<file path="src/rtl/bsm_pkg.sv">
// Shared types, codes and constants for the bank switch mapper.
// Used by every module under rtl; depends on nothing else.
package bsm_pkg;

  localparam int CMDQ_DEPTH_DEF = 4;
  localparam int OUTQ_DEPTH_DEF = 2;

  localparam int ADDR_W = 16;
  localparam int DATA_W = 8;
  localparam int ROM_W  = 21;
  localparam int CFG_IDX_W = 1;

  typedef enum logic [1:0] {
    OP_CPU_WRITE = 2'd0,
    OP_TICK      = 2'd1,
    OP_CPU_READ  = 2'd2,
    OP_PPU_READ  = 2'd3
  } op_t;

  // Register selected by address bits 14, 13 and 0 of a CPU write.
  typedef enum logic [2:0] {
    REG_COMMAND   = 3'b000,
    REG_BANK_DATA = 3'b001,
    REG_MIRROR    = 3'b010,
    REG_UNUSED    = 3'b011,
    REG_LATCH     = 3'b100,
    REG_RELOAD    = 3'b101,
    REG_IRQ_OFF   = 3'b110,
    REG_IRQ_ON    = 3'b111
  } wreg_t;

  typedef enum logic [3:0] {
    K_NONE,
    K_CMD,
    K_BANK,
    K_MIRROR,
    K_LATCH,
    K_RELOAD,
    K_IRQ_OFF,
    K_IRQ_ON,
    K_TICK,
    K_PRG_READ,
    K_CHR_READ
  } kind_t;

  localparam logic [CFG_IDX_W-1:0] CFG_EXT_BANK_MODE   = 1'b0;
  localparam logic [CFG_IDX_W-1:0] CFG_MIRROR_FOUR_MODE = 1'b1;

  // Command byte values, compared as whole bytes.
  localparam logic [7:0] CMD_CHR0 = 8'h00;
  localparam logic [7:0] CMD_CHR1 = 8'h0A;
  localparam logic [7:0] CMD_CHR2 = 8'h01;
  localparam logic [7:0] CMD_CHR3 = 8'h0B;
  localparam logic [7:0] CMD_CHR4 = 8'h02;
  localparam logic [7:0] CMD_CHR5 = 8'h03;
  localparam logic [7:0] CMD_CHR6 = 8'h04;
  localparam logic [7:0] CMD_CHR7 = 8'h05;
  localparam logic [7:0] CMD_PRG0 = 8'h06;
  localparam logic [7:0] CMD_PRG1 = 8'h07;
  localparam logic [7:0] CMD_PRG2 = 8'h08;
  localparam logic [7:0] CMD_PRG3 = 8'h09;

  localparam logic [7:0] PRG2_FIXED = 8'hFE;
  localparam logic [7:0] PRG3_FIXED = 8'hFF;

  typedef struct packed {
    kind_t       kind;
    logic [2:0]  slot;
    logic [12:0] offset;
    logic [7:0]  data;
  } item_t;

  typedef struct packed {
    logic [ROM_W-1:0] rom_address;
    logic [1:0]       mirroring;
    logic             irq_line;
  } res_t;

endpackage

</file>
<file path="src/rtl/bsm_fifo.sv">
// Small first-in first-out queue of flat words, used between the decoder
// and the executor and again in front of the result port. Uses bsm_pkg.
module bsm_fifo
  import bsm_pkg::*;
#(
  parameter int DEPTH = CMDQ_DEPTH_DEF,
  parameter int WIDTH = $bits(item_t)
) (
  input  logic             clk,
  input  logic             rst_n,
  input  logic             push,
  input  logic [WIDTH-1:0] wdata,
  output logic             full,
  input  logic             pop,
  output logic [WIDTH-1:0] rdata,
  output logic             empty
);

  localparam int PTR_W = (DEPTH > 1) ? $clog2(DEPTH) : 1;
  localparam int CNT_W = $clog2(DEPTH + 1);

  logic [WIDTH-1:0] mem_r [DEPTH];
  logic [PTR_W-1:0] wr_ptr_r, wr_ptr_nxt;
  logic [PTR_W-1:0] rd_ptr_r, rd_ptr_nxt;
  logic [CNT_W-1:0] count_r, count_nxt;
  logic             push_ok, pop_ok;

  assign full    = (count_r == CNT_W'(DEPTH));
  assign empty   = (count_r == '0);
  assign push_ok = push && !full;
  assign pop_ok  = pop && !empty;
  assign rdata   = mem_r[rd_ptr_r];

  always_comb begin
    wr_ptr_nxt = wr_ptr_r;
    rd_ptr_nxt = rd_ptr_r;
    count_nxt  = count_r;
    if (push_ok) begin
      wr_ptr_nxt = (wr_ptr_r == PTR_W'(DEPTH - 1)) ? '0 : wr_ptr_r + 1'b1;
    end
    if (pop_ok) begin
      rd_ptr_nxt = (rd_ptr_r == PTR_W'(DEPTH - 1)) ? '0 : rd_ptr_r + 1'b1;
    end
    if (push_ok && !pop_ok) begin
      count_nxt = count_r + 1'b1;
    end else if (pop_ok && !push_ok) begin
      count_nxt = count_r - 1'b1;
    end
  end

  always_ff @(posedge clk) begin
    if (!rst_n) begin
      wr_ptr_r <= '0;
      rd_ptr_r <= '0;
      count_r  <= '0;
    end else begin
      wr_ptr_r <= wr_ptr_nxt;
      rd_ptr_r <= rd_ptr_nxt;
      count_r  <= count_nxt;
    end
  end

  always_ff @(posedge clk) begin
    if (push_ok) begin
      mem_r[wr_ptr_r] <= wdata;
    end
  end

endmodule

</file>
<file path="src/rtl/bsm_front.sv">
// Front end: classifies an incoming bus word into a work item for the
// executor (register write, tick, or slot lookup). Uses bsm_pkg.
module bsm_front
  import bsm_pkg::*;
(
  input  logic [1:0]        operation,
  input  logic [ADDR_W-1:0] address,
  input  logic [DATA_W-1:0] data,
  output item_t             item
);

  wreg_t wreg;

  assign wreg = wreg_t'({address[14:13], address[0]});

  always_comb begin
    item.kind   = K_NONE;
    item.slot   = 3'd0;
    item.offset = address[12:0];
    item.data   = data;
    unique case (op_t'(operation))
      OP_CPU_WRITE: begin
        // Writes below the cartridge window have no effect.
        if (address[15]) begin
          unique case (wreg)
            REG_COMMAND:   item.kind = K_CMD;
            REG_BANK_DATA: item.kind = K_BANK;
            REG_MIRROR:    item.kind = K_MIRROR;
            REG_UNUSED:    item.kind = K_NONE;
            REG_LATCH:     item.kind = K_LATCH;
            REG_RELOAD:    item.kind = K_RELOAD;
            REG_IRQ_OFF:   item.kind = K_IRQ_OFF;
            REG_IRQ_ON:    item.kind = K_IRQ_ON;
            default:       item.kind = K_NONE;
          endcase
        end
      end
      OP_TICK: item.kind = K_TICK;
      OP_CPU_READ: begin
        if (address[15]) begin
          item.kind = K_PRG_READ;
          item.slot = {1'b0, address[14:13]};
        end
      end
      OP_PPU_READ: begin
        if (address[15:13] == 3'b000) begin
          item.kind = K_CHR_READ;
          item.slot = address[12:10];
        end
      end
      default: item.kind = K_NONE;
    endcase
  end

endmodule

</file>
<file path="src/rtl/bsm_back.sv">
// Back end (uses bsm_pkg): holds the bank, mirroring and scanline counter state, carries
// out one classified item per cycle while the result queue has room, and forms its result word.
module bsm_back
  import bsm_pkg::*;
(
  input  logic                 clk,
  input  logic                 rst_n,
  input  logic                 cfg_we,
  input  logic [CFG_IDX_W-1:0] cfg_index,
  input  logic                 cfg_data,
  input  logic                 item_valid,
  input  item_t                item,
  output logic                 item_take,
  input  logic                 res_full,
  output logic                 res_push,
  output res_t                 res
);

  logic       ext_bank_mode_r, mirror_four_mode_r;
  logic [7:0] command_r, command_nxt;
  logic [7:0] chr_bank_r [8];
  logic [7:0] chr_bank_nxt [8];
  logic [7:0] prg_bank_r [4];
  logic [7:0] prg_bank_nxt [4];
  logic [1:0] mirror_bits_r, mirror_bits_nxt;
  logic [7:0] irq_counter_r, irq_counter_nxt;
  logic [7:0] irq_latch_r, irq_latch_nxt;
  logic       reload_r, reload_nxt;
  logic       irq_enable_r, irq_enable_nxt;
  logic       irq_pending_r, irq_pending_nxt;
  logic [7:0] prg_sel;

  assign item_take = item_valid && !res_full;
  assign res_push  = item_take;

  always_comb begin
    command_nxt     = command_r;
    chr_bank_nxt    = chr_bank_r;
    prg_bank_nxt    = prg_bank_r;
    mirror_bits_nxt = mirror_bits_r;
    irq_counter_nxt = irq_counter_r;
    irq_latch_nxt   = irq_latch_r;
    reload_nxt      = reload_r;
    irq_enable_nxt  = irq_enable_r;
    irq_pending_nxt = irq_pending_r;
    if (item_take) begin
      unique case (item.kind)
        K_CMD:    command_nxt = item.data;
        K_BANK: begin
          unique case (command_r)
            CMD_CHR0: begin
              if (ext_bank_mode_r) begin
                chr_bank_nxt[0] = item.data;
              end else begin
                chr_bank_nxt[0] = {item.data[7:1], 1'b0};
                chr_bank_nxt[1] = {item.data[7:1], 1'b1};
              end
            end
            CMD_CHR1: if (ext_bank_mode_r) chr_bank_nxt[1] = item.data;
            CMD_CHR2: begin
              if (ext_bank_mode_r) begin
                chr_bank_nxt[2] = item.data;
              end else begin
                chr_bank_nxt[2] = {item.data[7:1], 1'b0};
                chr_bank_nxt[3] = {item.data[7:1], 1'b1};
              end
            end
            CMD_CHR3: if (ext_bank_mode_r) chr_bank_nxt[3] = item.data;
            CMD_CHR4: chr_bank_nxt[4] = item.data;
            CMD_CHR5: chr_bank_nxt[5] = item.data;
            CMD_CHR6: chr_bank_nxt[6] = item.data;
            CMD_CHR7: chr_bank_nxt[7] = item.data;
            CMD_PRG0: prg_bank_nxt[0] = item.data;
            CMD_PRG1: prg_bank_nxt[1] = item.data;
            CMD_PRG2: if (ext_bank_mode_r) prg_bank_nxt[2] = item.data;
            CMD_PRG3: if (ext_bank_mode_r) prg_bank_nxt[3] = item.data;
            default: ;
          endcase
        end
        K_MIRROR:  mirror_bits_nxt = item.data[1:0];
        K_LATCH:   irq_latch_nxt = item.data;
        K_RELOAD:  reload_nxt = 1'b1;
        K_IRQ_OFF: begin
          irq_enable_nxt  = 1'b0;
          irq_pending_nxt = 1'b0;
        end
        K_IRQ_ON:  irq_enable_nxt = 1'b1;
        K_TICK: begin
          if (irq_counter_r == 8'd0 || reload_r) begin
            irq_counter_nxt = irq_latch_r;
            reload_nxt      = 1'b0;
          end else begin
            irq_counter_nxt = irq_counter_r - 8'd1;
          end
          // The interrupt fires only on a transition from nonzero to zero.
          if (irq_counter_r != 8'd0 && irq_counter_nxt == 8'd0 && irq_enable_r) begin
            irq_pending_nxt = 1'b1;
          end
        end
        default: ;
      endcase
    end
  end

  always_comb begin
    prg_sel = prg_bank_r[item.slot[1:0]];
    if (!ext_bank_mode_r && item.slot[1:0] == 2'd2) prg_sel = PRG2_FIXED;
    if (!ext_bank_mode_r && item.slot[1:0] == 2'd3) prg_sel = PRG3_FIXED;
  end

  always_comb begin
    res.rom_address = '0;
    priority if (item.kind == K_PRG_READ) begin
      res.rom_address = {prg_sel, item.offset};
    end else if (item.kind == K_CHR_READ) begin
      res.rom_address = {3'b000, chr_bank_r[item.slot], item.offset[9:0]};
    end
    res.mirroring = mirror_four_mode_r ? mirror_bits_nxt : {1'b0, mirror_bits_nxt[0]};
    res.irq_line  = irq_pending_nxt;
  end

  always_ff @(posedge clk) begin
    if (!rst_n) begin
      ext_bank_mode_r    <= 1'b1;
      mirror_four_mode_r <= 1'b0;
      command_r          <= '0;
      for (int i = 0; i < 8; i++) chr_bank_r[i] <= '0;
      prg_bank_r[0]      <= '0;
      prg_bank_r[1]      <= '0;
      prg_bank_r[2]      <= PRG2_FIXED;
      prg_bank_r[3]      <= PRG3_FIXED;
      mirror_bits_r      <= '0;
      irq_counter_r      <= '0;
      irq_latch_r        <= '0;
      reload_r           <= 1'b0;
      irq_enable_r       <= 1'b0;
      irq_pending_r      <= 1'b0;
    end else begin
      if (cfg_we) begin
        unique case (cfg_index)
          CFG_EXT_BANK_MODE:    ext_bank_mode_r <= cfg_data;
          CFG_MIRROR_FOUR_MODE: mirror_four_mode_r <= cfg_data;
          default: ;
        endcase
      end
      command_r     <= command_nxt;
      chr_bank_r    <= chr_bank_nxt;
      prg_bank_r    <= prg_bank_nxt;
      mirror_bits_r <= mirror_bits_nxt;
      irq_counter_r <= irq_counter_nxt;
      irq_latch_r   <= irq_latch_nxt;
      reload_r      <= reload_nxt;
      irq_enable_r  <= irq_enable_nxt;
      irq_pending_r <= irq_pending_nxt;
    end
  end

endmodule

</file>
<file path="src/rtl/bank_switch_mapper_scanline_irq_unit.sv">
// Top level of the bank switch mapper with scanline interrupt counter.
// Instantiates bsm_front, two bsm_fifo queues and bsm_back; uses bsm_pkg.
//
// Usage: the input side is a queue. Present in_operation, in_address and
// in_data with in_push; a word is taken on a clock edge where in_push is
// high and in_full is low. Each word yields exactly one result word, which
// appears on out_rom_address, out_mirroring and out_irq_line while out_empty
// is low, and is removed by raising out_pop.
// The configuration channel (cfg_valid, cfg_ready, cfg_index, cfg_data)
// sets bank mode (index 0) and four-way mirroring mode (index 1); cfg_ready
// is always high, and writes belong between bursts of traffic.
// Flow: a word is decoded into the command queue at the edge it is taken
// and executed into the result queue once that queue has room, so it
// passes through the command queue and then the result queue before
// out_empty falls and the result can be popped.
// Throughput: one word per cycle, set by the executor, while the result queue has room.
// When the receiver stops popping, the result queue and then the command
// queue fill, after which in_full rises; nothing is dropped.
// Synchronous reset clears both queues and puts the mapper state at its
// power-on values (extended bank mode, vertical mirroring, IRQ idle).
module bank_switch_mapper_scanline_irq_unit
  import bsm_pkg::*;
#(
  parameter int CMDQ_DEPTH = CMDQ_DEPTH_DEF,
  parameter int OUTQ_DEPTH = OUTQ_DEPTH_DEF
) (
  input  logic                 clk,
  input  logic                 rst_n,
  input  logic                 in_push,
  output logic                 in_full,
  input  logic [1:0]           in_operation,
  input  logic [ADDR_W-1:0]    in_address,
  input  logic [DATA_W-1:0]    in_data,
  output logic                 out_empty,
  input  logic                 out_pop,
  output logic [ROM_W-1:0]     out_rom_address,
  output logic [1:0]           out_mirroring,
  output logic                 out_irq_line,
  input  logic                 cfg_valid,
  output logic                 cfg_ready,
  input  logic [CFG_IDX_W-1:0] cfg_index,
  input  logic                 cfg_data
);

  item_t front_item, back_item;
  logic  cmdq_empty, item_take;
  logic  res_full, res_push;
  res_t  back_res, out_res;

  assign cfg_ready = 1'b1;

  bsm_front u_front (
    .operation (in_operation),
    .address   (in_address),
    .data      (in_data),
    .item      (front_item)
  );

  bsm_fifo #(
    .DEPTH (CMDQ_DEPTH),
    .WIDTH ($bits(item_t))
  ) u_cmdq (
    .clk   (clk),
    .rst_n (rst_n),
    .push  (in_push),
    .wdata (front_item),
    .full  (in_full),
    .pop   (item_take),
    .rdata (back_item),
    .empty (cmdq_empty)
  );

  bsm_back u_back (
    .clk        (clk),
    .rst_n      (rst_n),
    .cfg_we     (cfg_valid && cfg_ready),
    .cfg_index  (cfg_index),
    .cfg_data   (cfg_data),
    .item_valid (!cmdq_empty),
    .item       (back_item),
    .item_take  (item_take),
    .res_full   (res_full),
    .res_push   (res_push),
    .res        (back_res)
  );

  bsm_fifo #(
    .DEPTH (OUTQ_DEPTH),
    .WIDTH ($bits(res_t))
  ) u_outq (
    .clk   (clk),
    .rst_n (rst_n),
    .push  (res_push),
    .wdata (back_res),
    .full  (res_full),
    .pop   (out_pop),
    .rdata (out_res),
    .empty (out_empty)
  );

  assign out_rom_address = out_res.rom_address;
  assign out_mirroring   = out_res.mirroring;
  assign out_irq_line    = out_res.irq_line;

endmodule
</file>
<file path="config.mk">
export PLATFORM = sky130hd
export DESIGN_NAME = bank_switch_mapper_scanline_irq_unit
export DESIGN_NICKNAME = d
export VERILOG_FILES = /design/src/rtl/bsm_pkg.sv /design/src/rtl/bsm_fifo.sv /design/src/rtl/bsm_front.sv /design/src/rtl/bsm_back.sv /design/src/rtl/bank_switch_mapper_scanline_irq_unit.sv
export SDC_FILE = /design/constraint.sdc
export NUM_CORES = 1
export LEC_CHECK = 0
export BUFFER_PORTS_ARGS = -buffer_cell sky130_fd_sc_hd__buf_2
export CAP_MARGIN = 0
export CELL_PAD_IN_SITES_DETAIL_PLACEMENT = 0
export CELL_PAD_IN_SITES_GLOBAL_PLACEMENT = 2
export CORE_MARGIN = 1.5
export CORE_UTILIZATION = 45
export DETAILED_ROUTE_END_ITERATION = 12
export GPL_ROUTABILITY_DRIVEN = 0
export PLACE_DENSITY_LB_ADDON = 0.1
export SETUP_SLACK_MARGIN = 0.15
export SYNTH_ARGS = -nofsm -noshare
export SYNTH_HDL_FRONTEND = slang
export SYNTH_SLANG_ARGS = --single-unit
</file>
<file path="constraint.sdc">
create_clock -name clk -period 7.7 [get_ports clk]
set_input_delay 1.54 -clock clk [delete_from_list [all_inputs] [get_ports clk]]
set_output_delay 1.54 -clock clk [all_outputs]
set_load 0.05 [all_outputs]
</file>
==> impl_results.md <==
- Run status: finished, final reports clean
- Post-synth top area share: 36.4%
- Post-cts hold buffer count: 0
- Share of layout cells above drive strength 1: 18.8%
- Full die area: between 30000 and 40000 µm²
- Grt total ovfl: 0
- Sequential share of power: 36.6%
- Ports: 60
- Hold path depth: 2
- Simple-gate portion of the synthesized area: between 10% and 20%
- Post-Synthesis Net Count: 1065
- Maxcap violations: 0
- DR DRC count: 0
- Worst setup margin: 3.91 ns
- Final period util: roughly half
- Area contributors post-synth: edfxtp_1, dfxtp_1, mux2i_1
- Post-CTS setup buffer count: 0
- Place WS: 3.84 ns
- Root buf cell: clkbuf_16
- Largest family of logic cells by synthesized area: multiplexers
- Via density: 5.34
- Hold slack: 0.466 ns
- First-pass GRT wire length: 46.1 mm
- WP data arrival: about 4.2 ns
- Core Rows: 62
- P_int: 3.54 mW
- Number of synthesized flops with an enable pin: 160
- Power Density: 370 nW/µm²
- Area growth, synth to finish: 13.5%
- Antenna cells: 0
- Critical Path Fanout Max: 22
- R2R cell count: 7
- Dpl hpwl: 18.7 mm
- Total negative slack: 0 ns
- Worst Tran Pin Value: around 1.2 ns
- Max transition margin: 17.5%
- Die width: roughly 170 µm
- NumNets Final: 1117
- Clock sink count: 301
- Vias: between 7000 and 8000
- CTS Buffer Depth: 3
- Flops & latches, synth: 301
- Pin count of the biggest net entering global routing: roughly 120
- Compound-Gate Fraction of Synth Area: 4.64%
- RSZ-0062 raised after global routing: false
- Gate Count Post-Synth: 1020
- Switching Fraction: 36.2%
- Netlist cell types: 64
- Initial DRC Count: 453
- Setup Skew: 0.0170 ns
- Switching pwr: 2.01 mW
- TritonCTS clock tree: yes
- Starting density of the core: 45.9%
- Clock transition at path regs: about 0.05 ns
- FMAX: approximately 0.26 GHz
- Worst setup EP type: register
- Max Transition Viols Final: 0
- Worst path required time: 8.10 ns
- Yosys warns: 0
- Worst skew pair latency: 0.52 ns
- Multiplexer area fraction after synthesis: between 15 and 20%
- Avg Cell Area, Syn: 12.9 µm²
- Part of the power in combinational logic: 33.8%
- Clock network power share: 29.6%
- H-tree lvl count: 2
- Final Routed Wirelength: 29.5 mm
- Static Leakage: 5.16 nW
- First drt pass iteration count: 4
- Initial antenna violation count: 0
- PortBufs: 58
- Core Area: 28800 µm²
- Crit path launch type: register
- Synth Area in Adders: under 10%
- Register area share after synthesis: 57.8%
- Setup Crit Path Kind: register to register
- Synthesized area: 13200 µm²
- Worst Hold Class: register to register
- Final setup violation count: 0
- Vias in the first global route: 7898
- Avg WL per Cell: between 15 and 20 µm
- Synth async-reset ratio: 0%
- GRT Total Usage: 19.8%
- Post-DRT Antenna Nets: 0
- Post-CTS sizing: 0
- Commonest register cell after synthesis: edfxtp_1
- Num CTS Buffers: 35
- VDD IR max: 296 µV
- Hold Vio Cnt, Final: 0
- Tmin final: 3.79 ns
- Die height: 174 µm
- Largest area contributor in the netlist: edfxtp_1
- XOR/XNOR Fraction of Synth Area: 0.398%
per-layer routing:
| metal | global-route usage (%) | up-vias | routed length [µm] |
|---|---|---|---|
| li1 | - | 3848 | - |
| met1 | 26.7 | 3906 | 13700 |
| met2 | 33.4 | 116 | 14300 |
| met3 | 3.00 | 41 | 943 |
| met4 | 5.06 | 0 | 562 |
| met5 | 0 | - | 0 |
critical path: stages (launching register included):
cell and delay, ns:
dfxtp_2 0.51, buf_4 0.45, mux4_1 0.67, or3b_1 0.36, buf_4 0.24, nor4_2 1.07, mux2i_1 0.29, nor2b_1 0.06
stage by stage:
stage	total power, mW	area, µm²	util, %	std cells
global route	5.82	15000	52.1	1482
CTS	5.62	15000	52.1	1482
finish	5.55	15000	52.1	1482
floorplan	3.45	13200	-	1020
global placement	3.96	13800	48.1	1419
detailed placement	3.96	13800	48.1	1419
registers in the layout, summed over array words and instances, names as in the netlist, 2 cells and up, named ones only:
signal / cells
u_outq.mem_r: 48
u_cmdq.mem_r: 112
u_back.mirror_bits_r: 2
u_back.irq_latch_r: 8
u_outq.count_r: 2
u_cmdq.rd_ptr_r: 2
u_cmdq.wr_ptr_r: 2
u_back.chr_bank_r: 64
u_back.prg_bank_r: 32
u_cmdq.count_r: 3
u_back.irq_counter_r: 8
u_back.command_r: 8
cells in the mapped netlist, types with 12 or more instances:
| library cell | n |
|---|---|
| dfxtp_1 | 141 |
| a21oi_1 | 18 |
| nor2b_1 | 102 |
| and2_1 | 12 |
| inv_1 | 15 |
| mux2i_1 | 147 |
| clkbuf_1 | 44 |
| edfxtp_1 | 160 |
| nor2_1 | 45 |
| mux4_2 | 19 |
| mux2_2 | 40 |
| nor3_1 | 13 |
| o21ai_0 | 16 |
| nand3_1 | 20 |
| nand2_1 | 83 |
logic make-up (layout without fill, tap and decap cells):
| logic type | count (synthesis) | count (layout) |
|---|---|---|
| compound gates | 91 | 91 |
| xor+xnor | 6 | 6 |
| fa+ha+maj | 12 | 12 |
| buf+inv | 74 | 152 |
| flops | 301 | 301 |
| mux | 215 | 215 |
| other cells | 1 | 1 |
| simple gates | 320 | 320 |
power groups by stage:
stage                     clock [mW]  combinational [mW]  sequential [mW]
after floorplan                    0                1.42             2.03
after global placement             0                1.90             2.06
after detailed placement           0                1.90             2.07
after CTS                       1.68                1.91             2.04
after global routing            1.74                2.02             2.06
final                           1.64                1.87             2.03
worst paths after layout:
kind / slack, ns / endpoint / startpoint
max: 3.91 / u_back.chr_bank_r[55] / register
min: 0.47 / u_back.mirror_four_mode_r / u_back.mirror_four_mode_r
max reg2reg: 3.91 / u_back.chr_bank_r[55] / register
min reg2reg: 0.47 / u_back.mirror_four_mode_r / u_back.mirror_four_mode_r
layout by cell type, fill, tap and decap left out, types with 13 or more instances in the layout:
cell type / count
buf_4: 16
buf_2: 58
mux2i_1: 147
clkbuf_16: 36
inv_1: 15
mux2_2: 40
nor2b_1: 102
o21ai_0: 16
nand2_1: 83
nor2_1: 44
a21oi_1: 18
mux4_2: 20
nor3_1: 13
edfxtp_1: 160
dfxtp_1: 140
nand3_1: 20
final cells by class:
type | instances | area [µm²]
Clock inverter | 15 | 164
Tap cell | 384 | 480
Inverter | 15 | 56.3
Timing Repair Buffer | 74 | 410
Fill cell | 2555 | 13800
Sequential cell | 301 | 7630
Clock buffer | 48 | 986
Multi-Input combinational cell | 645 | 5260
(Power assumes the default switching activity.)
